===== config.mk =====
export PLATFORM = sky130hd
export DESIGN_NAME = pcrc_engine
export DESIGN_NICKNAME = d
export VERILOG_FILES = /design/src/rtl/pcrc_pkg.sv /design/src/rtl/pcrc_engine.sv
export SDC_FILE = /design/constraint.sdc
export NUM_CORES = 1
export LEC_CHECK = 0
export BUFFER_PORTS_ARGS = -buffer_cell sky130_fd_sc_hd__buf_4
export CELL_PAD_IN_SITES_DETAIL_PLACEMENT = 1
export CELL_PAD_IN_SITES_GLOBAL_PLACEMENT = 1
export CORE_MARGIN = 8
export CORE_UTILIZATION = 38
export DETAILED_ROUTE_END_ITERATION = 7
export PLACE_DENSITY = 0.75
export SETUP_SLACK_MARGIN = 0.5
export SYNTH_ARGS = -nofsm -noshare
export SYNTH_HDL_FRONTEND = slang
export SYNTH_SLANG_ARGS = --single-unit
export TNS_END_PERCENT = 30

===== constraint.sdc =====
create_clock -name i_clk -period 3.6 [get_ports i_clk]
set_input_delay 0.36 -clock i_clk [delete_from_list [all_inputs] [get_ports i_clk]]
set_output_delay 0.36 -clock i_clk [all_outputs]
set_load 0.01 [all_outputs]

===== src/rtl/pcrc_pkg.sv =====
// Package for the packet CRC-16 checker: sizes, verdict codes, the result
// record and the byte-wide CRC-16 update. No dependencies.
`default_nettype none

package pcrc_pkg;

    localparam int MAX_PACKET_BYTES = 4096;
    localparam int COUNT_W          = $clog2(MAX_PACKET_BYTES + 1);
    localparam int LENGTH_W         = 12;
    localparam int TOTAL_W          = 32;

    localparam logic [15:0] CRC_INIT = 16'hFFFF;
    localparam logic [15:0] CRC_POLY = 16'h1021;

    localparam logic [1:0] VERDICT_OK        = 2'd0;
    localparam logic [1:0] VERDICT_MISMATCH  = 2'd1;
    localparam logic [1:0] VERDICT_TOO_SHORT = 2'd2;

    typedef logic [COUNT_W-1:0] t_count;

    typedef struct packed {
        logic [1:0]          verdict;
        logic [15:0]         calc_crc;
        logic [15:0]         trailer_crc;
        logic [LENGTH_W-1:0] payload_length;
        logic [TOTAL_W-1:0]  packets_total;
        logic [TOTAL_W-1:0]  error_total;
        logic [TOTAL_W-1:0]  ok_total;
    } t_result;

    // One byte through CRC-16/CCITT, MSB first, no reflection.
    function automatic logic [15:0] crc16_byte(input logic [15:0] crc,
                                               input logic [7:0]  data);
        logic [15:0] c;
        c = crc ^ {data, 8'h00};
        for (int i = 0; i < 8; i++) begin
            if (c[15]) begin
                c = {c[14:0], 1'b0} ^ CRC_POLY;
            end else begin
                c = {c[14:0], 1'b0};
            end
        end
        return c;
    endfunction

endpackage

`default_nettype wire


===== src/rtl/pcrc_engine.sv =====
// Per-packet state of the checker: running CRC, two-byte trailer delay,
// byte count and the three wrapping counters. Depends on pcrc_pkg.
`default_nettype none

module pcrc_engine (
    input  wire logic             i_clk,
    input  wire logic             i_rst_n,
    input  wire logic             i_step,
    input  wire logic [7:0]       i_data,
    input  wire logic             i_last,
    output pcrc_pkg::t_result     o_result
);
    import pcrc_pkg::*;

    logic [15:0]        r_crc, n_crc;
    logic [15:0]        r_delay;
    t_count             r_count, n_count;
    logic [TOTAL_W-1:0] r_packets, r_errors, r_oks;
    logic [15:0]        recv;
    logic               too_short;
    logic               match;
    logic [COUNT_W-1:0] plen_full;

    // The oldest held byte is payload once two bytes sit in the delay line.
    always_comb begin
        n_crc     = (r_count >= t_count'(2)) ? crc16_byte(r_crc, r_delay[15:8]) : r_crc;
        n_count   = (r_count < t_count'(MAX_PACKET_BYTES)) ? r_count + t_count'(1)
                                                          : t_count'(MAX_PACKET_BYTES);
        recv      = {r_delay[7:0], i_data};
        too_short = n_count < t_count'(3);
        match     = (n_crc == recv);
        plen_full = n_count - t_count'(2);
    end

    always_comb begin
        o_result.packets_total = r_packets + TOTAL_W'(1);
        if (too_short) begin
            o_result.verdict        = VERDICT_TOO_SHORT;
            o_result.calc_crc       = '0;
            o_result.trailer_crc    = '0;
            o_result.payload_length = '0;
            o_result.error_total    = r_errors + TOTAL_W'(1);
            o_result.ok_total       = r_oks;
        end else begin
            o_result.verdict        = match ? VERDICT_OK : VERDICT_MISMATCH;
            o_result.calc_crc       = n_crc;
            o_result.trailer_crc    = recv;
            o_result.payload_length = plen_full[LENGTH_W-1:0];
            o_result.error_total    = match ? r_errors : r_errors + TOTAL_W'(1);
            o_result.ok_total       = match ? r_oks + TOTAL_W'(1) : r_oks;
        end
    end

    always_ff @(posedge i_clk) begin
        if (!i_rst_n) begin
            r_crc     <= CRC_INIT;
            r_delay   <= '0;
            r_count   <= '0;
            r_packets <= '0;
            r_errors  <= '0;
            r_oks     <= '0;
        end else if (i_step) begin
            if (i_last) begin
                r_crc     <= CRC_INIT;
                r_delay   <= '0;
                r_count   <= '0;
                r_packets <= o_result.packets_total;
                r_errors  <= o_result.error_total;
                r_oks     <= o_result.ok_total;
            end else begin
                r_crc   <= n_crc;
                r_delay <= recv;
                r_count <= n_count;
            end
        end
    end

endmodule

`default_nettype wire


==> impl_metrics.yaml <==
yosys:
  syn_avg_cell_area_um2: 7.46
  synth_compound_area_share_pct: 14.4
  synthCells: 1233
  synth-simple-area-share_pct: 31.3
  ys_async_sr_fraction_pct: 0
  ys_top_cells_by_area: "dfxtp_1 (31%), xor2_1 (7.9%), xnor2_1 (7.8%)"
  synth-seq-cells: 141
  synth_edf_count: 0
  synth.distinct_cells: 62
  ys_seq_area_share_pct: 30.7
  synth-xor-area-share_pct: 16.9
  synth_area_um2: 9190
  yosysWarnings: 0
  synth_top_family_by_area: "simple AND/OR/NAND/NOR gates"
  synthMuxAreaShare_pct: 1.14
  yosysTopAreaCell: "dfxtp_1"
  synth_top_area_share_pct: 30.7
  synth_ff_type: "dfxtp_1"
  synth_adder_area_share_pct: 0.953
  synth.net_count: 1252
min_path:
  whs_path_depth: 3
  min_to: "r_oks[21]$_SDFFE_PN0P_"
  hp-start: "i_rst_n"
  min_path_type: "primary input to register"
worst_setup_path:
  reg2reg_from: "r_count[0]$_SDFFE_PN0P_"
  start_kind: "register"
  crit_type: "register to primary output"
  required_ps: 3240
  reg2reg_slack_ps: -20
  endpoint_kind: "primary output"
  arrival_ps: 3740
  rr_worst_depth: 13
  cp_max_fo: 6
  crit_start: "r_count[0]$_SDFFE_PN0P_"
  r2r_end: "r_oks[16]$_SDFFE_PN0P_"
sta:
  slew-limit-headroom_pct: 37.3
  setup_slack_ps: -502
  finalSetupViolCount: 66
  fin_crit_ps: 4100
  fin_skew_ps: 14.5
  rsz0062_at_grt: "true"
  hold_ws_ps: 289
  final.setup.tns_ps: -26980
  drv_slew: 0
  tightestPinTransition_ps: 938
  timing.fmax_mhz: 244
  hold_viol: 0
  fin_crit_sh_pct: 114
routing:
  drt-total-wl_mm: 32.2
  drcViolationCount: 0
  vias: 9655
  wl_per_cell_um: 18.2
  vias_per_cell: 5.46
  wl_met3_mm: 1.27
  dr.pass1.iters: 4
  top_layer: "met4"
  wl_met2_mm: 15.9
  wl_met1_mm: 14.6
  postRouteAntennaNets: 0
  drt_iter0_drc: 494
grt:
  overflow: 0
  grt_pass1_vias: 9990
  grt_pass1_wl_mm: 51.1
  grt_use_total_pct: 21.3
  grt_max_degree: 81
  antenna_found_initial: 0
layout:
  drive_gt1_share_pct: 29.9
  postLayoutCoreUtil_pct: 52.8
  instances_no_fill: 1769
  final_common_cell: "buf_4"
  num_antenna_cells: 0
  fin_nets: 1451
  final_cell_mix: "buf_4 (236), dfxtp_1 (129), nor2_1 (128), nand2_1 (125), a21oi_1 (102)"
  syn_to_final_growth_pct: 38.1
die:
  coreArea_um2: 24000
  die_w_um: 172
  row_count: 57
  die_y_um: 172
  initial_core_util_pct: 38.2
  fp.dieArea_um2: 29400
  io_pins: 154
placed_design:
  placed_cells: 1722
  gp_congestion: 0.880
  place_hpwl_mm: 22.7
  io_buffer_count: 153
cts:
  clock-sinks: 141
  cts_tree: "yes"
  clock-root-buffer: "clkbuf_16"
  worstSkewPairLatency_ps: 430
  hold_buffers: 0
  clk_path_buf_depth: 2
  cts-htree-levels: 4
  cts-buffers-inserted: 17
  clk_pin_slew_ps: 70
status:
  status: "finished, violations left"
  violations: "negative setup slack"
power:
  total_leakage_power_nw: 5.36
  vdd_drop_max_uv: 270
  finalPower_mw: 3.74
  p_per_area_nw_per_um2: 294
run:
  maxCapViolCount: 0
-- cell usage after synthesis (3+ instances only) --
cell	number
dfxtp_1	141
or3_1	54
o2bb2ai_1	3
xnor3_1	5
and2_1	12
mux2i_1	6
o21a_1	3
and4_1	3
o211ai_1	18
buf_1	7
xnor2_1	82
nand2b_1	7
nor4_1	7
o31ai_1	20
buf_2	13
nor2_1	147
a21oi_1	108
ha_1	7
o21ai_0	56
or4_1	21
nand2_1	134
nand3_1	70
mux2_2	4
clkbuf_1	51
nand4_1	17
nor3_1	35
o2111ai_1	4
xor2_1	83
and3_1	30
inv_1	24
nor2b_1	21
-- power by group --
part,internal (mW),switching [mW]
registers,1.57,0.0171
logic,0.168,0.219
clock network,1.02,0.736
total,2.76,0.972
-- final cells by class --
| type | instances | area, um2 |
|---|---|---|
| clock buffers | 19 | 433 |
| clock inverters | 13 | 140 |
| multi-input cells | 992 | 6690 |
| well taps | 324 | 405 |
| inverters | 25 | 97.6 |
| flip-flops and latches | 141 | 2840 |
| fillers | 2925 | 11300 |
| repair buffers | 255 | 2090 |
-- stage by stage --
| stage | cell area [um2] | setup slack (ps) |
|---|---|---|
| after floorplan | 9420 | 139 |
| after global placement | 11400 | -69.2 |
| after detailed placement | 11400 | -80.7 |
| after CTS | 12200 | -395 |
| after global routing | 12700 | -635 |
| final | 12700 | -502 |
-- logic make-up after synthesis --
logic type | Yosys count
buffers and inverters | 101
adder cells (fa/ha/maj) | 7
flip-flops | 141
AND/OR/NAND/NOR | 574
multiplexers | 10
XOR/XNOR | 170
AO/OA/AOI/OAI | 230
-- sequential cells by signal, summed over array words and instances, names as in the netlist --
register and flops:
r_packets 32, r_oks 32, r_delay 16, r_count 13, r_errors 32, r_crc 16
-- layer usage --
metal  vias to the layer above  GRT usage (%)
met1                      4766           26.7
met2                       184           36.8
met3                        40           3.97
li1                       4665              -
met4                         0           6.05
met5                         -              0
-- what timing repair did --
item                       CTS  global route
setup endpoints to repair  176           181
pin swaps                    9            31
gates cloned                 1             1
buffers inserted             4             9
resized for setup           61            89
-- worst max-delay path, cell delays in order, from the launching register on --
cell and delay (ps):
dfxtp_4 350, inv_4 40, ha_4 150, nor4_4 280, nand2_2 150, or4_4 540
o2111ai_2 100, o221ai_1 140, or4_4 540, or2_4 310, buf_8 160, buf_6 120
nor2_4 80, xor2_2 200, buf_4 150
-- worst max-delay path by stage --
stage	cells after the start	endpoint	slack [ps]
2_1_floorplan	14	o_result[9]	140
3_3_place_gp	10	o_result[9]	-70
3_5_place_dp	14	o_result[31]	-80
4_1_cts	14	o_result[21]	-400
5_1_grt	14	o_result[59]	-630
6_report	14	o_result[3]	-500
(Power assumes the default switching activity.)
